[src/sv/assert_macros.svh]
// ----------------------------------------------------------------------------
// assert_macros.svh
// shared concurrent assertion macros
// ----------------------------------------------------------------------------
`ifndef ASSERT_MACROS_SVH
`define ASSERT_MACROS_SVH

// same-cycle implication, disabled while reset is asserted
`define CHK_SAME(lbl, clk, rst_n, ante, cons) \
	lbl: assert property (@(posedge clk) disable iff (!rst_n) (ante) |-> (cons)) \
		else $error("%m: check failed");

// next-cycle implication, disabled while reset is asserted
`define CHK_NEXT(lbl, clk, rst_n, ante, cons) \
	lbl: assert property (@(posedge clk) disable iff (!rst_n) (ante) |=> (cons)) \
		else $error("%m: check failed");

`endif

[src/sv/msom_pkg.sv]
`timescale 1ns / 1ps
// ----------------------------------------------------------------------------
// msom_pkg
// types and constants of the multi-source offline monitor
// ----------------------------------------------------------------------------
package msom_pkg;

	// source count and widths
	localparam int NSRC      = 8;
	localparam int SRC_W     = 3;
	localparam int IDX_W     = 4;
	localparam int TIME_BITS = 32;
	localparam int LIM_W     = 16;
	localparam int PRIO_W    = 4;
	localparam int CFG_W     = 64;
	localparam int CFG_IDX_W = 3;

	localparam logic [IDX_W-1:0] NONE_IDX = IDX_W'(8);

	// register indexes
	typedef enum logic [CFG_IDX_W-1:0] {
		CFG_OFFLINE_LO = 3'd0,
		CFG_OFFLINE_HI = 3'd1,
		CFG_ONLINE_LO  = 3'd2,
		CFG_ONLINE_HI  = 3'd3,
		CFG_PRIORITIES = 3'd4,
		CFG_ENABLE     = 3'd5
	} cfg_reg_t;

	// register reset values
	localparam logic [63:0] RST_OFFLINE_LO = 64'd1407396360355870;
	localparam logic [63:0] RST_OFFLINE_HI = 64'd140741783327211570;
	localparam logic [63:0] RST_ONLINE_LO  = 64'd2814792716976131;
	localparam logic [63:0] RST_ONLINE_HI  = 64'd140741783322886147;
	localparam logic [31:0] RST_PRIORITIES = 32'd3383540702;
	localparam logic [NSRC-1:0] RST_ENABLE = '1;

	// input operation codes
	localparam logic OP_TICK = 1'b0;
	localparam logic OP_HOOK = 1'b1;

	typedef struct packed {
		logic             op;
		logic [SRC_W-1:0] source;
		logic             data_bad;
	} in_item_t;

	typedef struct packed {
		logic [7:0]       error_bits;
		logic [7:0]       lost_bits;
		logic             any_offline;
		logic [IDX_W-1:0] worst_source;
	} out_item_t;

	typedef enum logic [1:0] {
		ST_IDLE,
		ST_SCAN,
		ST_DONE
	} msom_state_t;

endpackage

[src/sv/multi_source_offline_monitor_unit.sv]
`timescale 1ns / 1ps
// ----------------------------------------------------------------------------
// multi_source_offline_monitor_unit
// heartbeat watchdog over eight sources with a wrapping tick counter
// ----------------------------------------------------------------------------
// A tick request is accepted while idle, then scanned one source per cycle
// through a single shared subtract-and-compare unit over the seen/rejoin time
// registers, and its result is loaded into the output register from the done
// state. A heard-source request goes from acceptance straight to that state.
// A new request is taken whenever the unit is idle, even while the
// previous result still waits in the output register; the result of the next
// request waits in its final state until that register is free.
`include "assert_macros.svh"

module multi_source_offline_monitor_unit (
	input  logic                               clk,
	input  logic                               arst_n,
	input  logic                               in_valid,
	output logic                               in_ready,
	input  msom_pkg::in_item_t                 in_data,
	output logic                               out_valid,
	input  logic                               out_ready,
	output msom_pkg::out_item_t                out_data,
	input  logic                               cfg_we,
	input  logic [msom_pkg::CFG_IDX_W-1:0]     cfg_index,
	input  logic [msom_pkg::CFG_W-1:0]         cfg_data
);
	import msom_pkg::*;

	// configuration registers
	logic [63:0]     off_lo_q, off_hi_q, on_lo_q, on_hi_q;
	logic [31:0]     prio_q;
	logic [NSRC-1:0] enable_q;

	// monitor state
	logic [TIME_BITS-1:0] now_q;
	logic [TIME_BITS-1:0] seen_time_q   [NSRC];
	logic [TIME_BITS-1:0] rejoin_time_q [NSRC];
	logic [NSRC-1:0]      lost_flags_q, error_flags_q, bad_flags_q;
	logic                 offline_summary_q;
	logic [IDX_W-1:0]     worst_index_q;

	// scan working registers
	msom_state_t         state_q, state_d;
	logic [SRC_W-1:0]    idx_q;
	logic                any_q;
	logic [IDX_W-1:0]    worst_w_q;
	logic [PRIO_W-1:0]   wprio_q;

	// output register
	logic      out_valid_q;
	out_item_t out_data_q;

	// control
	logic in_acc, scan_en, scan_last, load_out;

	// shared scan unit signals
	logic [127:0]         off_all, on_all;
	logic [LIM_W-1:0]     off_lim, on_lim;
	logic [PRIO_W-1:0]    cur_prio;
	logic [TIME_BITS-1:0] since_seen, since_rejoin;
	logic                 src_en, is_off, is_stab;
	logic                 any_nxt;
	logic [IDX_W-1:0]     worst_nxt;
	logic [PRIO_W-1:0]    wprio_nxt;

	assign in_acc    = in_valid && in_ready;
	assign scan_last = (idx_q == SRC_W'(NSRC - 1));

	// next state
	always_comb begin
		state_d = state_q;
		unique case (state_q)
			ST_IDLE: begin
				if (in_acc) begin
					state_d = (in_data.op == OP_TICK) ? ST_SCAN : ST_DONE;
				end
			end
			ST_SCAN: begin
				if (scan_last) begin
					state_d = ST_DONE;
				end
			end
			ST_DONE: begin
				if (!out_valid_q || out_ready) begin
					state_d = ST_IDLE;
				end
			end
			default: state_d = ST_IDLE;
		endcase
	end

	// state outputs
	always_comb begin
		in_ready = 1'b0;
		scan_en  = 1'b0;
		load_out = 1'b0;
		unique case (state_q)
			ST_IDLE: in_ready = 1'b1;
			ST_SCAN: scan_en  = 1'b1;
			ST_DONE: load_out = !out_valid_q || out_ready;
			default: ;
		endcase
	end

	always_ff @(posedge clk or negedge arst_n) begin
		if (!arst_n) begin
			state_q <= ST_IDLE;
		end else begin
			state_q <= state_d;
		end
	end

	// configuration writes
	always_ff @(posedge clk or negedge arst_n) begin
		if (!arst_n) begin
			off_lo_q <= RST_OFFLINE_LO;
			off_hi_q <= RST_OFFLINE_HI;
			on_lo_q  <= RST_ONLINE_LO;
			on_hi_q  <= RST_ONLINE_HI;
			prio_q   <= RST_PRIORITIES;
			enable_q <= RST_ENABLE;
		end else if (cfg_we) begin
			unique case (cfg_reg_t'(cfg_index))
				CFG_OFFLINE_LO: off_lo_q <= cfg_data;
				CFG_OFFLINE_HI: off_hi_q <= cfg_data;
				CFG_ONLINE_LO:  on_lo_q  <= cfg_data;
				CFG_ONLINE_HI:  on_hi_q  <= cfg_data;
				CFG_PRIORITIES: prio_q   <= cfg_data[31:0];
				CFG_ENABLE:     enable_q <= cfg_data[NSRC-1:0];
				default: ;
			endcase
		end
	end

	// shared subtract-and-compare unit, one source per cycle
	always_comb begin
		off_all      = {off_hi_q, off_lo_q};
		on_all       = {on_hi_q, on_lo_q};
		off_lim      = off_all[{idx_q, 4'b0000} +: LIM_W];
		on_lim       = on_all[{idx_q, 4'b0000} +: LIM_W];
		cur_prio     = prio_q[{idx_q, 2'b00} +: PRIO_W];
		since_seen   = now_q - seen_time_q[idx_q];
		since_rejoin = now_q - rejoin_time_q[idx_q];
		src_en       = enable_q[idx_q];
		is_off       = since_seen > TIME_BITS'(off_lim);
		is_stab      = since_rejoin < TIME_BITS'(on_lim);
		any_nxt      = any_q;
		worst_nxt    = worst_w_q;
		wprio_nxt    = wprio_q;
		if (src_en && is_off) begin
			any_nxt = 1'b1;
			if (cur_prio > wprio_q) begin
				worst_nxt = {1'b0, idx_q};
				wprio_nxt = cur_prio;
			end
		end
	end

	// scan sequencing and working registers
	always_ff @(posedge clk or negedge arst_n) begin
		if (!arst_n) begin
			idx_q             <= '0;
			any_q             <= 1'b0;
			worst_w_q         <= NONE_IDX;
			wprio_q           <= '0;
			offline_summary_q <= 1'b0;
			worst_index_q     <= NONE_IDX;
		end else if (in_acc && in_data.op == OP_TICK) begin
			idx_q     <= '0;
			any_q     <= 1'b0;
			worst_w_q <= NONE_IDX;
			wprio_q   <= '0;
		end else if (scan_en) begin
			idx_q     <= idx_q + SRC_W'(1);
			any_q     <= any_nxt;
			worst_w_q <= worst_nxt;
			wprio_q   <= wprio_nxt;
			if (scan_last) begin
				offline_summary_q <= any_nxt;
				worst_index_q     <= worst_nxt;
			end
		end
	end

	// tick counter, timestamps and per-source flags
	always_ff @(posedge clk or negedge arst_n) begin
		if (!arst_n) begin
			now_q         <= '0;
			lost_flags_q  <= '1;
			error_flags_q <= '1;
			bad_flags_q   <= '1;
			for (int i = 0; i < NSRC; i++) begin
				seen_time_q[i]   <= '0;
				rejoin_time_q[i] <= '0;
			end
		end else if (in_acc) begin
			if (in_data.op == OP_TICK) begin
				now_q <= now_q + TIME_BITS'(1);
			end else if (32'(in_data.source) < NSRC) begin
				// source heard
				seen_time_q[in_data.source] <= now_q;
				if (lost_flags_q[in_data.source]) begin
					lost_flags_q[in_data.source]  <= 1'b0;
					rejoin_time_q[in_data.source] <= now_q;
				end
				bad_flags_q[in_data.source] <= in_data.data_bad;
				if (in_data.data_bad) begin
					error_flags_q[in_data.source] <= 1'b1;
				end
			end
		end else if (scan_en && src_en) begin
			priority if (is_off) begin
				if (!error_flags_q[idx_q]) begin
					lost_flags_q[idx_q]  <= 1'b1;
					error_flags_q[idx_q] <= 1'b1;
				end
			end else if (is_stab) begin
				lost_flags_q[idx_q]  <= 1'b0;
				error_flags_q[idx_q] <= 1'b1;
			end else begin
				lost_flags_q[idx_q]  <= 1'b0;
				error_flags_q[idx_q] <= bad_flags_q[idx_q];
			end
		end
	end

	// output register
	always_ff @(posedge clk or negedge arst_n) begin
		if (!arst_n) begin
			out_valid_q <= 1'b0;
		end else if (load_out) begin
			out_valid_q <= 1'b1;
		end else if (out_ready) begin
			out_valid_q <= 1'b0;
		end
	end

	always_ff @(posedge clk) begin
		if (load_out) begin
			out_data_q.error_bits   <= 8'(error_flags_q);
			out_data_q.lost_bits    <= 8'(lost_flags_q);
			out_data_q.any_offline  <= offline_summary_q;
			out_data_q.worst_source <= worst_index_q;
		end
	end

	assign out_valid = out_valid_q;
	assign out_data  = out_data_q;

	// checks
	`CHK_NEXT(a_tick_starts_scan, clk, arst_n, in_acc && in_data.op == OP_TICK, state_q == ST_SCAN && idx_q == '0)
	`CHK_NEXT(a_scan_ends, clk, arst_n, scan_en && scan_last, state_q == ST_DONE)
	`CHK_SAME(a_worst_none, clk, arst_n, !offline_summary_q, worst_index_q == NONE_IDX)
	`CHK_SAME(a_worst_range, clk, arst_n, offline_summary_q, worst_index_q < IDX_W'(NSRC) || worst_index_q == NONE_IDX)
	`CHK_NEXT(a_hook_clears_lost, clk, arst_n, in_acc && in_data.op == OP_HOOK, !lost_flags_q[$past(in_data.source)])

endmodule

[config.mk]
export PLATFORM = sky130hd
export DESIGN_NAME = multi_source_offline_monitor_unit
export DESIGN_NICKNAME = d
export VERILOG_FILES = /design/src/sv/msom_pkg.sv /design/src/sv/multi_source_offline_monitor_unit.sv
export VERILOG_INCLUDE_DIRS = /design/src /design/src/sv
export SDC_FILE = /design/constraint.sdc
export NUM_CORES = 1
export LEC_CHECK = 0
export BUFFER_PORTS_ARGS = -buffer_cell sky130_fd_sc_hd__clkbuf_2
export CORE_ASPECT_RATIO = 0.8
export CORE_UTILIZATION = 38
export DETAILED_ROUTE_END_ITERATION = 10
export GPL_TIMING_DRIVEN = 0
export SYNTH_ARGS = -nofsm -noshare
export SYNTH_HDL_FRONTEND = slang
export SYNTH_SLANG_ARGS = --single-unit
[constraint.sdc]
create_clock -name clk -period 7.5 [get_ports clk]
set_input_delay 0.375 -clock clk [delete_from_list [all_inputs] [get_ports clk]]
set_output_delay 0.375 -clock clk [all_outputs]
set_load 0.01 [all_outputs]
==> impl_metrics.env <==
export IMPL_vias=32814
export IMPL_coreArea_sq_um=113000
export IMPL_cp_arrival_ns=8.00
export IMPL_power_leakage_uw=0.0221
export IMPL_fin_util_pct=44.3
export IMPL_die_x_um=379
export IMPL_syn_nets=3668
export IMPL_clock_sinks=905
export IMPL_drcViolationCount=0
export IMPL_drive_gt1_share_pct=33.7
export IMPL_rows=110
export IMPL_power_density_nw_per_um2=358
export IMPL_syn_to_final_growth_pct=15.4
export IMPL_die_h_um=304
export IMPL_max_freq_mhz=136
export IMPL_post_synth_cell_area_avg_sq_um=12.4
export IMPL_tritoncts="done"
export IMPL_reg2reg_depth=27
export IMPL_dieArea_sq_um=115000
export IMPL_synth_top_cell_area_share_pct=44.9
export IMPL_placed_area_sq_um=46000
export IMPL_synth_seq_area_share_pct=52.9
export IMPL_vias_per_cell=6.18
export IMPL_finalCritPeriodShare_pct=98.4
export IMPL_grt_use_met1_pct=44.3
export IMPL_setup_tns_ns=0
export IMPL_busiest_layer="met1"
export IMPL_grt_max_degree=112
export IMPL_setup_viol=0
export IMPL_fin_crit_ns=7.38
export IMPL_regArea_sq_um=22900
export IMPL_path_class="reg -> reg"
export IMPL_skew_ns=0.0311
export IMPL_gp_congestion=0.997
export IMPL_violations="max-capacitance violations, max-slew violations"
export IMPL_synth_ff_type="dfrtp_1"
export IMPL_grt_pass1_wl_mm=243
export IMPL_worst_pin_slew_ns=1.52
export IMPL_status="complete, but fails checks"
export IMPL_postRouteAntennaNets=0
export IMPL_n_fill_cell=10520
export IMPL_ir_drop_mv=0.250
export IMPL_grt_usage_pct=29.9
export IMPL_portBuffers=98
export IMPL_startpoint_type="register"
export IMPL_async_reset_ff_share_pct=97.7
export IMPL_ys_top_cells_by_area="dfrtp_1, mux2_2, dfstp_2"
export IMPL_initial_core_util_pct=38.4
export IMPL_clock_latency_ns=0.72
export IMPL_dr_pass1_iters=6
export IMPL_slew_headroom_pct=-1.51
export IMPL_yosys_area_top_type="dfrtp_1"
export IMPL_wire_per_inst_um=32.6
export IMPL_holdPathStages=2
export IMPL_grt_overflow_total=0
export IMPL_cp_max_fo=10
export IMPL_clk_path_buf_depth=3
export IMPL_ys_warn_count=0
export IMPL_grt_met3_usage_pct=10.8
export IMPL_yosys_register_bits=905
export IMPL_synth_edff_count=21
export IMPL_grt_pass1_vias=31503
export IMPL_drt_iter0_drc=4154
export IMPL_antenna_found_initial=15
export IMPL_cp_end_kind="register"
export IMPL_ys_types=92
export IMPL_setup_slack_ns=0.123
export IMPL_min_path_type="in -> reg"
export IMPL_power_uw=17900
export IMPL_htreeDepth=3
export IMPL_wl_mm=173
export IMPL_io_pins=100
export IMPL_cap_violations=1
export IMPL_required_ns=8.13
export IMPL_rsz0062_at_grt="false"
export IMPL_hold_viol=0
export IMPL_syn_area_sq_um=43300
export IMPL_cts_root_buf="clkbuf_16"
export IMPL_met2_usage_pct=39.6
export IMPL_nets=3902
export IMPL_cts_buffers=87
export IMPL_synth_cells=3487
export IMPL_drv_slew=11
export IMPL_dp_final_hpwl_mm=119
export IMPL_multi_input_area_sq_um=19400
export IMPL_path_clk_slew_ns=0.06
export IMPL_design_area_sq_um=49900
export IMPL_dp_worst_setup_slack_ns=-2.11
Yosys cell counts (8+ instances only):
cell / number
dfrtp_1: 777
mux2_2: 769
a22oi_1: 355
clkbuf_1: 228
nand2_1: 202
dfstp_2: 107
ha_1: 102
nor2_1: 102
a21oi_1: 83
and4_1: 80
o21ai_0: 63
xnor2_1: 49
nand3_1: 35
nand4_1: 34
a21o_1: 32
xor2_1: 32
and3_1: 31
inv_1: 29
buf_1: 27
nor2b_1: 27
edfxtp_1: 21
nor3_1: 21
a221oi_1: 20
a22o_1: 20
o22ai_1: 18
o31ai_1: 16
nand2b_1: 15
mux2i_1: 12
a31oi_1: 11
o21a_1: 11
o31a_1: 10
and2_1: 9
nor4_1: 9
buf_2: 8
cell families after synthesis:
group                    Yosys count  synth area share (%)
XOR/XNOR                          81                  1.64
AND/OR/NAND/NOR                  600                  7.38
multiplexers                     785                  20.5
flip-flops                       905                  52.9
AO/OA/AOI/OAI                    717                  12.0
buffers and inverters            295                  2.63
adder cells (fa/ha/maj)          104                  3.04
through the flow:
stage               instances  hold slack (ns)
floorplan                3487           0.0794
global placement         5097            0.431
detailed placement       5109            0.410
CTS                      5305         0.000647
global route             5305           0.0151
finish                   5308           0.0302
routing by layer:
layer / part of all wire, % / routed length [um]
met1: 44 / 76500
met2: 40 / 68600
met3: 12 / 21100
met4: 4.0 / 6870
met5: 0.062 / 108
worst paths after layout:
| path | startpoint | slack [ns] | to |
|---|---|---|---|
| max in group asynchronous | arst_n | 5.07 | on_hi_q[0] |
| min in group asynchronous | arst_n | 0.25 | seen_time_q[79] |
| min | cfg_data[14] | 0.03 | off_lo_q[14] |
| max reg2reg | idx_q[0] | 0.12 | error_flags_q[0] |
| max | idx_q[0] | 0.12 | error_flags_q[0] |
| min reg2reg | worst_index_q[0] | 0.45 | out_data[0] |
cell usage in the layout (no fill, tap or decap), types with 11 or more instances in the layout:
cell / Yosys / final
nand2_1: 202 / 202
clkbuf_2: 0 / 110
buf_2: 8 / 15
o21ai_0: 63 / 63
and3_1: 31 / 30
nor2b_1: 27 / 23
ha_1: 102 / 100
nand3_1: 35 / 35
o22ai_1: 18 / 17
nand2b_1: 15 / 15
mux2i_1: 12 / 12
clkbuf_1: 228 / 183
a21oi_1: 83 / 82
dfstp_2: 107 / 107
xnor2_1: 49 / 49
a21o_1: 32 / 32
buf_6: 2 / 11
nor3_1: 21 / 19
clkbuf_8: 0 / 35
clkinv_2: 0 / 16
dlygate4sd3_1: 0 / 37
nand4_1: 34 / 34
a22o_1: 20 / 20
mux2_2: 769 / 769
xor2_1: 32 / 32
a22oi_1: 355 / 355
and4_1: 80 / 80
clkbuf_16: 0 / 91
dfrtp_1: 777 / 776
o21a_1: 11 / 11
a221oi_1: 20 / 19
inv_1: 29 / 29
nor2_1: 102 / 101
clkbuf_4: 0 / 26
o31ai_1: 16 / 16
edfxtp_1: 21 / 21
power by group:
| group | internal (uW) | switching [uW] |
|---|---|---|
| Combinational | 2480 | 4690 |
| Clock | 2620 | 2050 |
| Sequential | 5660 | 387 |
registers in the layout (all words and copies together) (netlist names), named ones only:
name and count:
worst_w_q 4, rejoin_time_q 256, offline_summary_q 1, worst_index_q 4
off_lo_q 64, state_q 2, on_hi_q 64, seen_time_q 256
now_q 32, enable_q 8, off_hi_q 64, idx_q 3
error_flags_q 8, wprio_q 4, prio_q 32, any_q 1
out_data 21, out_valid 1, bad_flags_q 8, on_lo_q 64
worst max-delay path, cell delays in order (launching register included):
cell      delay, ns
dfrtp_1        0.43
buf_4          0.19
buf_2          0.22
nor3_4         0.31
buf_16         0.20
clkbuf_8       0.28
buf_12         0.24
a22oi_1        0.12
and4_1         0.30
ha_1           0.30
buf_2          0.18
nand4_4        0.16
o31ai_1        0.08
a31o_1         0.24
or2_1          0.32
a21o_1         0.20
a21oi_1        0.17
xnor2_1        0.14
ha_1           0.35
nand4_1        0.16
or4_4          0.61
o22ai_2        0.25
nand4_1        0.16
nor4_2         0.26
nand4b_1       0.16
or4_1          0.59
a41o_4         0.34
o31a_1         0.26
what timing repair did:
action	CTS	global route
setup buffers	1	1
endpoints found under the hold margin	195	0
endpoints found under the setup margin	30	17
resized for setup	153	48
hold buffers	37	0
pin swaps	1	1
final cells by class:
class                   instances  area share [%]
repair buffers                149            2.38
clock buffers                 129            5.13
diodes                          3          0.0150
multi-input cells            2287            38.9
plain buffers                 262            2.96
flip-flops and latches        905            45.8
well taps                    1512            3.79
inverters                      29           0.218
clock inverters                32           0.802
(Power assumes the default switching activity.)
